===== config.mk =====
export PLATFORM = sky130hd
export DESIGN_NAME = esm_cell
export DESIGN_NICKNAME = d
export VERILOG_FILES = /design/src/rtl/core/esm_pkg.sv /design/src/rtl/core/esm_cell.sv
export SDC_FILE = /design/constraint.sdc
export NUM_CORES = 1
export LEC_CHECK = 0
export BUFFER_PORTS_ARGS = -buffer_cell sky130_fd_sc_hd__buf_2
export CORE_ASPECT_RATIO = 0.75
export CORE_MARGIN = 2
export CORE_UTILIZATION = 50
export CTS_CLUSTER_SIZE = 10
export DETAILED_ROUTE_END_ITERATION = 12
export PLACE_DENSITY = 0.8
export SETUP_SLACK_MARGIN = 0.05
export SLEW_MARGIN = 5
export SYNTH_ARGS = -nofsm -noshare
export SYNTH_HDL_FRONTEND = slang
export SYNTH_SLANG_ARGS = --single-unit

===== constraint.sdc =====
create_clock -name clk_i -period 7.43 [get_ports clk_i]
set_clock_uncertainty 0.05 [all_clocks]
set_input_delay 0.743 -clock clk_i [delete_from_list [all_inputs] [get_ports clk_i]]
set_output_delay 0.743 -clock clk_i [all_outputs]
set_load 0.005 [all_outputs]

===== src/rtl/core/esm_pkg.sv =====
// Shared types and constants for the Eytzinger set membership block.
`default_nettype none
package esm_pkg;
  localparam int unsigned CapacityDefault   = 1024;
  localparam int unsigned ValueWidthDefault = 32;
  localparam int unsigned CountWidth        = 11;
  localparam int unsigned FieldWidth        = 32;

  typedef enum logic [1:0] {
    OP_RESTART = 2'd0,
    OP_LOAD    = 2'd1,
    OP_QUERY   = 2'd2,
    OP_UNUSED  = 2'd3
  } op_e;

  typedef enum logic [1:0] {
    ST_RESTART = 2'd0,
    ST_LOADED  = 2'd1,
    ST_ANSWER  = 2'd2,
    ST_REJECT  = 2'd3
  } status_e;

  typedef struct packed {
    logic valid;
    logic active;
    logic found;
  } tok_ctl_t;
endpackage
`default_nettype wire


===== src/rtl/core/esm_cell.sv =====
// One tree level: node storage for the level and one compare-and-descend step.
`default_nettype none
module esm_cell
  import esm_pkg::*;
#(
  parameter int unsigned LEVEL       = 0,
  parameter int unsigned CAPACITY    = CapacityDefault,
  parameter int unsigned VALUE_WIDTH = ValueWidthDefault,
  parameter int unsigned IDX_WIDTH   = $clog2(CapacityDefault + 1) + 1
) (
  input  wire                   clk_i,
  input  wire                   rst_ni,
  input  wire [IDX_WIDTH-1:0]   n_i,
  input  tok_ctl_t              ctl_i,
  input  wire [IDX_WIDTH-1:0]   idx_i,
  input  wire [VALUE_WIDTH-1:0] key_i,
  input  wire                   wr_en_i,
  input  wire [IDX_WIDTH-1:0]   wr_idx_i,
  input  wire [VALUE_WIDTH-1:0] wr_data_i,
  output tok_ctl_t              ctl_o,
  output logic [IDX_WIDTH-1:0]  idx_o,
  output logic [VALUE_WIDTH-1:0] key_o
);
  localparam int unsigned BASE  = 1 << LEVEL;
  localparam int unsigned SPAN  = CAPACITY + 1 - BASE;
  localparam int unsigned DEPTH = (BASE < SPAN) ? BASE : SPAN;
  localparam int unsigned AW    = (DEPTH > 1) ? $clog2(DEPTH) : 1;

  logic [VALUE_WIDTH-1:0] mem [DEPTH];
  logic [VALUE_WIDTH-1:0] rdata_q;
  logic [VALUE_WIDTH-1:0] key_q;
  logic [IDX_WIDTH-1:0]   idx_q;
  tok_ctl_t               ctl_q;
  logic [IDX_WIDTH-1:0]   lvl_bit;
  logic [AW-1:0]          rd_addr;
  logic [AW-1:0]          wr_addr;
  logic                   wr_hit;
  logic                   rd_en;
  logic [IDX_WIDTH-1:0]   nxt_idx;

  assign lvl_bit = IDX_WIDTH'(BASE);
  assign rd_addr = AW'(idx_i ^ lvl_bit);
  assign wr_addr = AW'(wr_idx_i ^ lvl_bit);
  assign wr_hit  = wr_en_i && ((wr_idx_i >> LEVEL) == IDX_WIDTH'(1));
  assign rd_en   = ctl_i.valid && ctl_i.active && !ctl_i.found;

  always_ff @(posedge clk_i) begin
    if (wr_hit) begin
      mem[wr_addr] <= wr_data_i;
    end
    if (rd_en) begin
      rdata_q <= mem[rd_addr];
    end
    idx_q <= idx_i;
    key_q <= key_i;
  end

  always_ff @(posedge clk_i or negedge rst_ni) begin
    if (!rst_ni) begin
      ctl_q <= '0;
    end else begin
      ctl_q <= ctl_i;
    end
  end

  always_comb begin
    nxt_idx = {idx_q[IDX_WIDTH-2:0], !(rdata_q > key_q)};
    ctl_o   = ctl_q;
    idx_o   = idx_q;
    key_o   = key_q;
    if (ctl_q.active && !ctl_q.found) begin
      if (rdata_q == key_q) begin
        ctl_o.found  = 1'b1;
        ctl_o.active = 1'b0;
      end else begin
        idx_o        = nxt_idx;
        ctl_o.active = (nxt_idx <= n_i);
      end
    end else begin
      ctl_o.active = 1'b0;
    end
  end
endmodule
`default_nettype wire


==> summary.md, run 1 <==
Walking the worst path, the cells encountered are ha_1, and3_1, a211o_1, a2111oi_0, o221a_2, nor2_1, ha_1, nor2b_1, o21a_1, o21ai_0, a211oi_1, a2111oi_0, o21a_1, buf_2. The total track usage is 0.167, and the final-layout setup total negative slack is 0 ps. For this run, the slowest stage of the critical path takes 430 ps. The core area was 8350 um^2. The number of distinct library cells after synthesis is 33.

The die covers 9250 um^2. Kind of cell adding the most delay to the critical path: compound AO/OA/AOI/OAI gates. The startpoint identified for the worst register-to-register timing path is mem[0][5]$_DFFE_PP_. Buffers inserted to repair hold after CTS numbered 0. The most frequently used cell type in the post-synthesis netlist is sky130_fd_sc_hd__edfxtp_1.

The layout-stage area growth over the synthesis result was 27.8%; the horizontal die dimension was 110 um. Synthesis produced 286 cells. By count the netlist is led by sky130_fd_sc_hd__edfxtp_1 (64), sky130_fd_sc_hd__inv_1 (46), sky130_fd_sc_hd__dfxtp_1 (44), sky130_fd_sc_hd__ha_1 (44), sky130_fd_sc_hd__a21oi_1 (13). After layout, the minimum clock period comes to 4160 ps.

The starting density of the core came out at 0.509. The run gives 0 as the residual overflow from global routing. The die height is 83.8 um, and the mean routed wirelength per cell is 13.3 um. For the standard-cell row count, the log shows 29. The latest clock arrival within the worst-skew pair came out at 340 ps. Once the clock tree was built, the setup fixing pass inserted 0 buffers. The tools report the sort of element at the start of the critical path as a register. The number of DRC markers after the initial detailed-route iteration came out at 79.

Using the TritonRoute via totals, the vias-per-cell ratio works out to 4.75. Fraction of post-synthesis cell area in the top cell type by area: 0.453. Gates resized during post-CTS repair numbered 0. Entering global routing, the biggest net connects 33 pins. The design draws 1.21 mW. The path class of the tightest hold or removal check is input port to async pin.

The number of antenna diodes in the final layout is 0. The count of nets left with antenna violations once routing finished came out at 0. The largest total area in the synthesized netlist belongs to sky130_fd_sc_hd__edfxtp_1. Buffer type at the clock tree root: sky130_fd_sc_hd__clkbuf_16.

After detailed routing, the number of remaining DRC violations is 0. Final weighted congestion in routability-driven placement: 0.775. The via count of the routed design was 2668. The library cell contributing the largest single delay on the critical path was sky130_fd_sc_hd__a2111oi_0. The endpoint class of the critical path was an output pin. The number of setup violations in the final report came out at 0.

Yosys attributes the largest share of cell area to sky130_fd_sc_hd__edfxtp_1 (45%), sky130_fd_sc_hd__dfxtp_1 (21%), sky130_fd_sc_hd__ha_1 (13%). The worst-case headroom to the max-slew limit is 0.410, and the pin slew with the least headroom to its limit is 883 ps. The run gives 7470 um as the post-detailed-routing wire length. For the count of max-cap constraint violations, the log shows 0. The number of global-route vias before repair was 2682. The first detailed-routing pass ran for 4 iterations.

Clock tree synthesis inserted a total of 9 buffers. For this design the top-level I/O count stands at 153. The initial antenna violation count is 0, and the synthesized area per cell is 14.8 um^2. The count of buffering cells on the critical path with inverters included is 1.

Proportion of register bits with asynchronous set or reset after synthesis: 0.0270. In this run the deepest clock path goes through 2 buffers. The final layout contains 599 nets. The post-synthesis sequential element count is 111, and the part of the Yosys area used for sequential elements is 0.678.

The run gives 436 as the net count of the mapped netlist. Across the VDD grid, the largest voltage drop is 0.000188 V. The count of final max-slew check failures came out at 0. Tracing the worst setup path back leads to its startpoint at rdata_q[18]$_DFFE_PP_. The largest fanout of any net on the critical path is 2. The critical path in this run is classified as register to output pin. The synthesized netlist occupies a cell area of 4250 um^2. Yosys printed 0 warnings. After clock tree synthesis, the clock-pin slew on the worst setup and hold paths is 70 ps.

Derived from the worst setup path, the maximum achievable clock frequency is 240 MHz. First-pass GRT wire length: 12000 um. For this design the ratio of total power to cell area is 223 nW/um^2. The arrival time of data at the critical path endpoint is 3370 ps. Setup repair after global routing left no endpoint under its margin.

Counting every sink on the clock net gives 111. The count of buffers added on input and output ports is 152. In this run the register-to-register setup slack is 6740 ps.

The layout cell share with drive strength beyond 1 is 0.416, and the detailed placer's ending HPWL is 5940 um. The post-route clock period utilization came out at 0.560. The total count of hold-check failures in the final report came out at 0. TritonCTS built the clock tree. The H-tree was split into 3 levels. At the worst endpoint, the required time is 6640 ps. The most frequently used flop master after synthesis was sky130_fd_sc_hd__edfxtp_1. The number of enable-type register cells in the synthesized netlist works out to 64. The flow ran to the end, and the final reports show no timing, DRC or antenna violations. Summed over all cells, the static leakage comes to 2.57 nW.
==> cells in the final DEF (no fill, tap or decap), types with 3 or more instances in the layout <==
master / n
sky130_fd_sc_hd__buf_2: 152
sky130_fd_sc_hd__edfxtp_1: 64
sky130_fd_sc_hd__inv_1: 46
sky130_fd_sc_hd__ha_1: 44
sky130_fd_sc_hd__dfxtp_1: 44
sky130_fd_sc_hd__a21oi_1: 13
sky130_fd_sc_hd__nand4_1: 9
sky130_fd_sc_hd__mux2_4: 9
sky130_fd_sc_hd__clkbuf_16: 9
sky130_fd_sc_hd__a21o_1: 8
sky130_fd_sc_hd__nor2_1: 5
sky130_fd_sc_hd__nand2_1: 5
sky130_fd_sc_hd__nand3_1: 4
sky130_fd_sc_hd__inv_6: 4
sky130_fd_sc_hd__mux2_2: 3
sky130_fd_sc_hd__o21ai_0: 3
sky130_fd_sc_hd__dfrtp_1: 3
==> cells by family (layout without fill, tap and decap cells) <==
family / count (synthesis) / after routing / share of synthesized area
flops: 111 / 111 / 0.678
buf+inv: 48 / 216 / 0.0451
fa+ha+maj: 44 / 44 / 0.130
simple gates: 36 / 36 / 0.0527
compound gates: 35 / 35 / 0.0551
mux: 12 / 12 / 0.0398
==> power breakdown <==
| group | internal, mW | leakage [nW] | switching, mW | total [mW] |
|---|---|---|---|---|
| Clock | 0.232 | 0.131 | 0.215 | 0.447 |
| Combinational | 0.0540 | 1.45 | 0.0409 | 0.0948 |
| Sequential | 0.662 | 0.988 | 0.00807 | 0.670 |
| Total | 0.948 | 2.57 | 0.263 | 1.21 |
==> cell type report <==
class                      count  area [um^2]
inverter                      46          173
sequential                   111         2880
fill                         640         2920
clock buffer                  10          229
clock inverter                 6         50.0
tap                          108          135
timing repair buffer         154          776
multi-input combinational    127         1180
==> layer usage <==
layer  wire length (um)  vias up  part of all wire  global-route usage
li1                   -     1352                 -                   -
met1               3160     1219              0.42               0.197
met2               3680       88              0.49               0.280
met3                525        9             0.070              0.0683
met4                103        0             0.014              0.0511
met5                  0        -                 0                   0
==> final timing paths <==
check / cells past startpoint / end
worst max-delay path: 14 / ctl_o[1]
worst min-delay path: 1 / ctl_q[0]$_DFF_PN0_
worst max register to register: 0 / rdata_q[5]$_DFFE_PP_
worst min register to register: 0 / rdata_q[27]$_DFFE_PP_
max in group asynchronous: 1 / ctl_q[1]$_DFF_PN0_
min in group clk_i: 0 / rdata_q[27]$_DFFE_PP_
==> per-stage QoR <==
step	hold WS [ps]	instance area (um^2)	util	setup WS, ps	instances
3_3_place_gp	351	5150	0.617	3680	546
2_1_floorplan	350	4250	-	3960	286
4_1_cts	122	5430	0.650	3230	562
3_5_place_dp	355	5150	0.617	3590	546
5_1_grt	116	5430	0.650	2970	562
6_report	131	5430	0.650	3270	562
==> flip-flops by register name, indices dropped and copies added (netlist names) <==
signal and flops:
idx_q 12, rdata_q 32, key_o 32, ctl_q 2
ctl_o 1, mem 32
Power figures use the tool's default switching activity.
==> run 2, diff against run 1 <==
ABC_AREA = 1   (was unset)
CORE_UTILIZATION = 45   (was 50)
PLACE_DENSITY = 0.76   (was 0.8)
clock period = 3.4 ns   (was 7.43 ns; I/O delays follow)
==> summary.md, run 2 <==
The proportion of register bits with asynchronous set or reset after synthesis works out to 0.0270 (unchanged). The run gives 0 (unchanged) as the antenna diode count. The mean routed wirelength per cell is 12.3 um (was 13.3 um), and the number of top-level design ports is 153 (unchanged).

Cells traversed along the worst timing path: inv_1, ha_1, nand2_1, nor2_2, nand3_1, nor3_1, nand2_1, a21oi_1, ha_1, inv_1, a21oi_1, o21ai_0, nand2_1, nand3_1, a21oi_1, buf_2 (was ha_1, and3_1, a211o_1, a2111oi_0, o221a_2, nor2_1, ha_1, nor2b_1, o21a_1, o21ai_0, a211oi_1, a2111oi_0, o21a_1, buf_2). Commonest cells in the synthesized netlist: sky130_fd_sc_hd__nand2_1 (71), sky130_fd_sc_hd__edfxtp_1 (64), sky130_fd_sc_hd__inv_1 (57) (was sky130_fd_sc_hd__edfxtp_1 (64), sky130_fd_sc_hd__inv_1 (46), sky130_fd_sc_hd__dfxtp_1 (44), sky130_fd_sc_hd__ha_1 (44), sky130_fd_sc_hd__a21oi_1 (13)). The run gives 0.667 (was 0.678) as the part of the Yosys area used for sequential elements.

Commonest non-fill, non-tap cells in the layout: sky130_fd_sc_hd__buf_2 (152), sky130_fd_sc_hd__nand2_1 (71), sky130_fd_sc_hd__edfxtp_1 (64) (was sky130_fd_sc_hd__buf_2 (152), sky130_fd_sc_hd__edfxtp_1 (64), sky130_fd_sc_hd__inv_1 (46)). The endpoint class of the critical path is an output pin (unchanged). The final weighted congestion in routability-driven placement came out at 0.819 (was 0.775).

The core area was 9200 um^2 (was 8350 um^2). The remaining antenna violation count after routing was 0 (unchanged); the largest fanout of any net on the critical path was 3 (was 2). The most frequently used cell type in the post-synthesis netlist is sky130_fd_sc_hd__nand2_1 (was sky130_fd_sc_hd__edfxtp_1). The tools report the starting density of the core as 0.469 (was 0.509).

The sort of element at the start of the critical path is a register (unchanged). The logs give 355 (was 286) for the synthesized instance count and 0.605 (was 0.650) for the post-layout utilization of the core. Count of final max-slew check failures: 0 (unchanged). The post-route clock period utilization is 0.888, and the pin slew with the least headroom to its limit is 906 ps (was 883 ps). Number of vias per cell: 4.47 (was 4.75). Residual overflow from global routing: 0 (unchanged).

The tools report the latest clock arrival within the worst-skew pair as 340 ps (about the same). The run gives 0 (unchanged) as the number of setup violations in the final report. Setup repair after global routing left no endpoint under its margin. The tools report the number of warnings issued by yosys as 0 (unchanged).

The clock transition at the registers of the reported paths works out to 70 ps (about the same). The top cell type by total area after synthesis was sky130_fd_sc_hd__edfxtp_1 (unchanged). TritonCTS built the clock tree. For the number of buffers between clock root and the deepest sink, the log shows 2 (unchanged).

The initial antenna violation count was 0 (unchanged); the count of input and output buffers was 152 (unchanged). The power density over the cells works out to 493 nW/um^2 (was 223 nW/um^2). The layout cell share with drive strength beyond 1 was 0.349 (was 0.416); the final-layout setup total negative slack was 0 ps (unchanged). The most frequently used flop master after synthesis is sky130_fd_sc_hd__edfxtp_1 (unchanged). The number of enable-type register cells in the synthesized netlist came out at 64 (unchanged). The pin count of the biggest net entering global routing was 33 (unchanged).

Most area-consuming cells after synthesis: sky130_fd_sc_hd__edfxtp_1 (45%), sky130_fd_sc_hd__dfxtp_1 (20%), sky130_fd_sc_hd__ha_1 (13%) (was sky130_fd_sc_hd__edfxtp_1 (45%), sky130_fd_sc_hd__dfxtp_1 (21%), sky130_fd_sc_hd__ha_1 (13%)). The detailed placer's ending HPWL is 6230 um (was 5940 um), and the count of buffering cells on the critical path with inverters included is 3 (was 1). The logs give 0 (unchanged) for the total count of hold-check failures in the final report and 12200 um (was 12000 um) for the first-pass GRT wire length. Largest stage delay on the critical path: 340 ps (was 430 ps). Fraction of post-synthesis cell area in the top cell type by area: 0.445 (was 0.453). Horizontal die dimension: 117 um (was 110 um). The logs give 0 (unchanged) for the post-route DRC violation count and 0 (unchanged) for the buffers inserted during post-CTS setup optimization. Number of nets in the final layout: 667 (was 599). The buffer type at the clock tree root is sky130_fd_sc_hd__clkbuf_16 (unchanged). The post-synthesis sequential element count is 111 (unchanged). Via count of the routed design: 2904 (was 2668). The worst-case headroom to the max-slew limit came out at 0.394 (was 0.410).

Standard-cell row count: 30 (was 29). The kind of path behind the tightest hold check was input port to register (was input port to async pin). The number of H-tree levels came out at 3 (unchanged). Kind of cell adding the most delay to the critical path: simple AND/OR/NAND/NOR gates (was compound AO/OA/AOI/OAI gates). The post-detailed-routing wire length is 7980 um (was 7470 um). The TritonCTS sink count was 111 (unchanged); the post-synthesis instance area was 4310 um^2 (was 4250 um^2).

The run gives 10400 um^2 (was 9250 um^2) as the overall die area. For the leakage power of the design, the log shows 2.70 nW (was 2.57 nW). Synthesized area per cell: 12.2 um^2 (was 14.8 um^2). The number of DRC markers after the initial detailed-route iteration was 124 (was 79); the net count of the mapped netlist was 505 (was 436).

The minimum clock period after layout was 3020 ps; the maximum vdd ir drop was 0.000323 V (was 0.000188 V). The number of distinct library cells after synthesis is 23 (was 33). The startpoint-to-endpoint class of the critical path is register to output pin (unchanged).

The logs give 0.159 (was 0.167) for the total track usage and 9 (unchanged) for the total clock buffers created by CTS. The logs give 4 (unchanged) for the first-pass iteration count of the detailed router and 3010 ps (was 6640 ps) for the endpoint required time on the critical path. The layout-stage area growth over the synthesis result is 29.1% (was 27.8%), and the count of max-cap constraint violations is 0 (unchanged). The flow ran to the end, and the final reports show no timing, DRC or antenna violations. Timing would allow up to 331 MHz.

The number of global-route vias before repair came out at 2758 (was 2682). Leading cell type in the layout, fill and taps excluded: sky130_fd_sc_hd__buf_2 (unchanged). The die height works out to 88.8 um (was 83.8 um). The arrival time of data at the critical path endpoint was 2630 ps (was 3370 ps). The library cell contributing the largest single delay on the critical path is sky130_fd_sc_hd__dfxtp_1 (was sky130_fd_sc_hd__a2111oi_0).
-- run 2: worst paths after layout --
path	cells past startpoint	slack (ps)	endpoint	start
hold reg to reg	0	370	rdata_q[4]$_DFFE_PP_	mem[0][4]$_DFFE_PP_
hold / removal	1	40	key_o[9]$_DFF_P_	key_i[9]
min in group asynchronous	2	270	ctl_o[2]$_DFF_PN0_	rst_ni
setup / recovery	16	380	ctl_o[1]	key_o[23]$_DFF_P_
max in group asynchronous	2	2930	ctl_q[0]$_DFF_PN0_	rst_ni
setup reg to reg	0	2720	rdata_q[7]$_DFFE_PP_	mem[0][7]$_DFFE_PP_
-- run 2: final cells by class --
class | instances | area [um^2]
Fill cell | 707 | 3630
Sequential cell | 111 | 2880
Multi-Input combinational cell | 182 | 1210
Timing Repair Buffer | 154 | 778
Clock buffer | 11 | 264
Inverter | 59 | 224
Tap cell | 128 | 160
Clock inverter | 5 | 56.3
-- run 2: logic make-up after synthesis --
| logic type | Yosys count | share of synthesized area |
|---|---|---|
| adders and majority gates | 44 | 0.128 |
| AOI/OAI and AO/OA | 32 | 0.0394 |
| and+or+nand+nor | 106 | 0.107 |
| buffers and inverters | 62 | 0.0589 |
| DFF | 111 | 0.667 |
-- run 2: routing by layer --
layer,track usage,part of all wire
met1,0.185,0.44
met2,0.269,0.48
met3,0.0589,0.065
met4,0.0652,0.016
met5,0,0
-- run 2: repair_timing --
item,4_1_cts,5_1_grt
hold endpoints to repair,3,0
endpoints found under the setup margin,0,1
resized for setup,0,1
hold buffers,1,0
-- run 2: per-stage QoR --
stage                     power, mW  instances  setup WS (ps)  hold slack [ps]  instance area (um^2)
after floorplan                1.59        355            434            -5.59                  4320
after global placement         1.70        633            772             83.7                  5240
after detailed placement       1.71        633            724             87.7                  5240
after CTS                      2.78        650            339             24.4                  5570
after global routing           2.88        650           57.5             18.0                  5570
final                          2.75        650            382             40.3                  5570
-- run 2: report_power, final --
part / internal (mW) / total, mW / switching, mW
Clock: 0.582 / 1.07 / 0.490
Combinational: 0.107 / 0.210 / 0.103
Sequential: 1.45 / 1.46 / 0.0169
==> run 3, diff against run 2 <==
MAX_ROUTING_LAYER = met4   (was unset)
==> summary.md, run 3 (synthesis gave the netlist of run 2 again) <==
The run gives 9200 um^2 (unchanged) as the core area. The uppermost metal layer occupied by signal nets is met4 (unchanged). The kind of path behind the tightest hold check is input port to register (unchanged). The cell depth of the worst flop-to-flop path is 0 (unchanged), and the largest fanout of any net on the critical path is 3 (unchanged).

Buffer type at the clock tree root: sky130_fd_sc_hd__clkbuf_16 (unchanged). The leakage power of the design was 2.70 nW (unchanged). The first-pass iteration count of the detailed router came out at 4 (unchanged). Commonest non-fill, non-tap cells in the layout: sky130_fd_sc_hd__buf_2 (152), sky130_fd_sc_hd__nand2_1 (71), sky130_fd_sc_hd__edfxtp_1 (64) (unchanged). The total length of routed met3 wires came out at 470 um (was 522 um). The run gives 111 (unchanged) as the TritonCTS sink count. The total count of hold-check failures in the final report is 0 (unchanged), and the total clock buffers created by CTS is 9 (unchanged).

The run gives 2.14 mW (about the same) as the internal portion of total power. The tools report the sort of element at the start of the critical path as a register (unchanged). The clock transition at the registers of the reported paths is 70 ps (about the same), and the share of power burned in the clock network is 0.391 (was 0.390). The layout cell share with drive strength beyond 1 was 0.349 (unchanged). The post-route clock period utilization was 0.888 (about the same). The tools report the endpoint class of the critical path as an output pin (unchanged). The run gives 3510 um (was 3500 um) as the length of routed wiring on met1. For the worst-case headroom to the max-slew limit, the log shows 0.397 (was 0.394).

Capture point of the worst reg-to-reg path: rdata_q[7]$_DFFE_PP_ (unchanged). The source of the worst register-to-register timing path is mem[0][7]$_DFFE_PP_ (unchanged). The minimum clock period after layout was 3020 ps (about the same); the pin count of the biggest net entering global routing was 33 (unchanged).

For the latest clock arrival within the worst-skew pair, the log shows 340 ps (about the same). The layout-stage area growth over the synthesis result is 29.1% (unchanged), and the remaining antenna violation count after routing is 0 (unchanged). The tools report the first-pass GRT wire length as 12200 um (unchanged). Number of vias per cell: 4.48 (was 4.47).

Maximum vdd ir drop: 0.000322 V (was 0.000323 V). The tools report the number of nets in the final layout as 667 (unchanged). The leading cell type in the layout, fill and taps excluded was sky130_fd_sc_hd__buf_2 (unchanged).

The switching power total is 611 uW (was 610 uW). Final-layout setup total negative slack: 0 ps (unchanged). The run gives 633 (unchanged) as the number of placed instances, taps included. The number of global-route vias before repair is 2758 (unchanged), and the number of buffers between clock root and the deepest sink is 2 (unchanged). For the overall die area, the log shows 10400 um^2 (unchanged).

The proportion of total power due to net switching came out at 0.222 (about the same). Standard-cell row count: 30 (unchanged). The number of H-tree levels was 3 (unchanged). The run gives 7990 um (was 7980 um) as the post-detailed-routing wire length.

For the relative contribution of sequential cells to total power, the log shows 0.533 (about the same). The via count of the routed design is 2910 (was 2904), and the endpoint required time on the critical path is 3010 ps (about the same). The count of final max-slew check failures is 0 (unchanged).

The logs give 0 (unchanged) for the buffers inserted during post-CTS setup optimization and 2630 ps (about the same) for the arrival time of data at the critical path endpoint. The tools report the detailed placer's ending HPWL as 6230 um (unchanged). The startpoint-to-endpoint class of the critical path was register to output pin (unchanged). The launching element of the worst setup path was key_o[23]$_DFF_P_ (unchanged). The final weighted congestion in routability-driven placement is 0.832 (was 0.819), and the post-route DRC violation count is 0 (unchanged). The horizontal die dimension is 117 um (unchanged), and the achievable clock frequency is 331 MHz (about the same). The die height was 88.8 um (unchanged); the number of DRC markers after the initial detailed-route iteration was 125 (was 124).

For the count of max-cap constraint violations, the log shows 0 (unchanged). The mean routed wirelength per cell is 12.3 um (about the same), and the antenna diode count is 0 (unchanged). The run gives 0 (unchanged) as the number of setup violations in the final report. The portion of total power attributed to combinational logic is 0.077 (about the same), and the pin slew with the least headroom to its limit is 903 ps (was 906 ps). The post-route standard cell area excluding fillers is 5570 um^2 (unchanged). The initial antenna violation count is 0 (unchanged), and the count of input and output buffers is 152 (unchanged). The total cell area at the placement stage was 5240 um^2 (unchanged); the power density over the cells was 493 nW/um^2 (about the same).

The run finished with clean final reports. The end point of the critical path is ctl_o[1] (unchanged). The worst setup slack for register-to-register paths was 2720 ps (about the same); the residual overflow from global routing was 0 (unchanged). The starting density of the core came out at 0.469 (unchanged). For the number of top-level design ports, the log shows 153 (unchanged). The run gives 650 (unchanged) as the non-filler instance count after layout. The tools report the met2 wire length as 3850 um (was 3840 um).

TritonCTS built the clock tree. Setup repair after global routing left no endpoint under its margin. The run gives 0.164 (was 0.159) as the total track usage.
[run 3: cell counts in the layout (fill, tap and decap cells not counted)]
No cell type changed its count.
[run 3: stage by stage]
step | setup WS [ps] | hold slack [ps] | power, mW | utilization
after detailed placement | 724 | 87.7 | 1.71 | 0.569
after global routing | 59.6 | 20.1 | 2.87 | 0.605
after CTS | 339 | 24.4 | 2.78 | 0.605
final | 382 | 39.6 | 2.75 | 0.605
after floorplan | 434 | -5.59 | 1.59 | -
after global placement | 772 | 83.7 | 1.70 | 0.569
[run 3: what timing repair did]
action                                 4_1_cts  5_1_grt
gates resized for setup                      0        1
endpoints found under the hold margin        3        0
setup endpoints to repair                    0        1
hold buffers                                 1        0
[run 3: layout make-up]
cell class,count,area (um^2)
clock inverters,5,56.3
well taps,128,160
clock buffers,11,264
flip-flops and latches,111,2880
repair buffers,154,778
inverters,59,224
fillers,707,3630
multi-input cells,182,1210
[run 3: worst min-delay path by stage]
stage / start / endpoint / slack, ps / cells past startpoint
6_report: key_i[9] / key_o[9]$_DFF_P_ / 40 / 1
3_5_place_dp: rst_ni / ctl_o[2]$_DFF_PN0_ / 90 / 1
2_1_floorplan: rst_ni / ctl_o[2]$_DFF_PN0_ / -6 / 0
5_1_grt: key_i[19] / key_o[19]$_DFF_P_ / 20 / 1
3_3_place_gp: rst_ni / ctl_q[1]$_DFF_PN0_ / 80 / 1
4_1_cts: key_i[19] / key_o[19]$_DFF_P_ / 20 / 1
[run 3: layer usage]
| layer | vias up | GRT usage |
|---|---|---|
| li1 | 1498 | - |
| met1 | 1300 | 0.188 |
| met2 | 97 | 0.269 |
| met3 | 15 | 0.0479 |
| met4 | 0 | 0.0717 |
| met5 | - | - |
[run 3: power groups by stage]
stage	Sequential, mW	Combinational (mW)	Clock (mW)
floorplan	1.49	0.0951	0
global placement	1.49	0.203	0
detailed placement	1.49	0.211	0
CTS	1.46	0.214	1.10
global route	1.47	0.242	1.16
finish	1.46	0.210	1.07
[run 3: worst max-delay path: stages, from the launching register on]
cell                      delay, ps
sky130_fd_sc_hd__dfxtp_1        340
sky130_fd_sc_hd__inv_1           50
sky130_fd_sc_hd__ha_1           290
sky130_fd_sc_hd__nand2_1         80
sky130_fd_sc_hd__nor2_2         190
sky130_fd_sc_hd__nand3_1        100
sky130_fd_sc_hd__nor3_1         210
sky130_fd_sc_hd__nand2_1        120
sky130_fd_sc_hd__a21oi_1        140
sky130_fd_sc_hd__ha_1           150
sky130_fd_sc_hd__inv_1           30
sky130_fd_sc_hd__a21oi_1        100
sky130_fd_sc_hd__o21ai_0         80
sky130_fd_sc_hd__nand2_1         70
sky130_fd_sc_hd__nand3_1         70
sky130_fd_sc_hd__a21oi_1        120
sky130_fd_sc_hd__buf_2          130
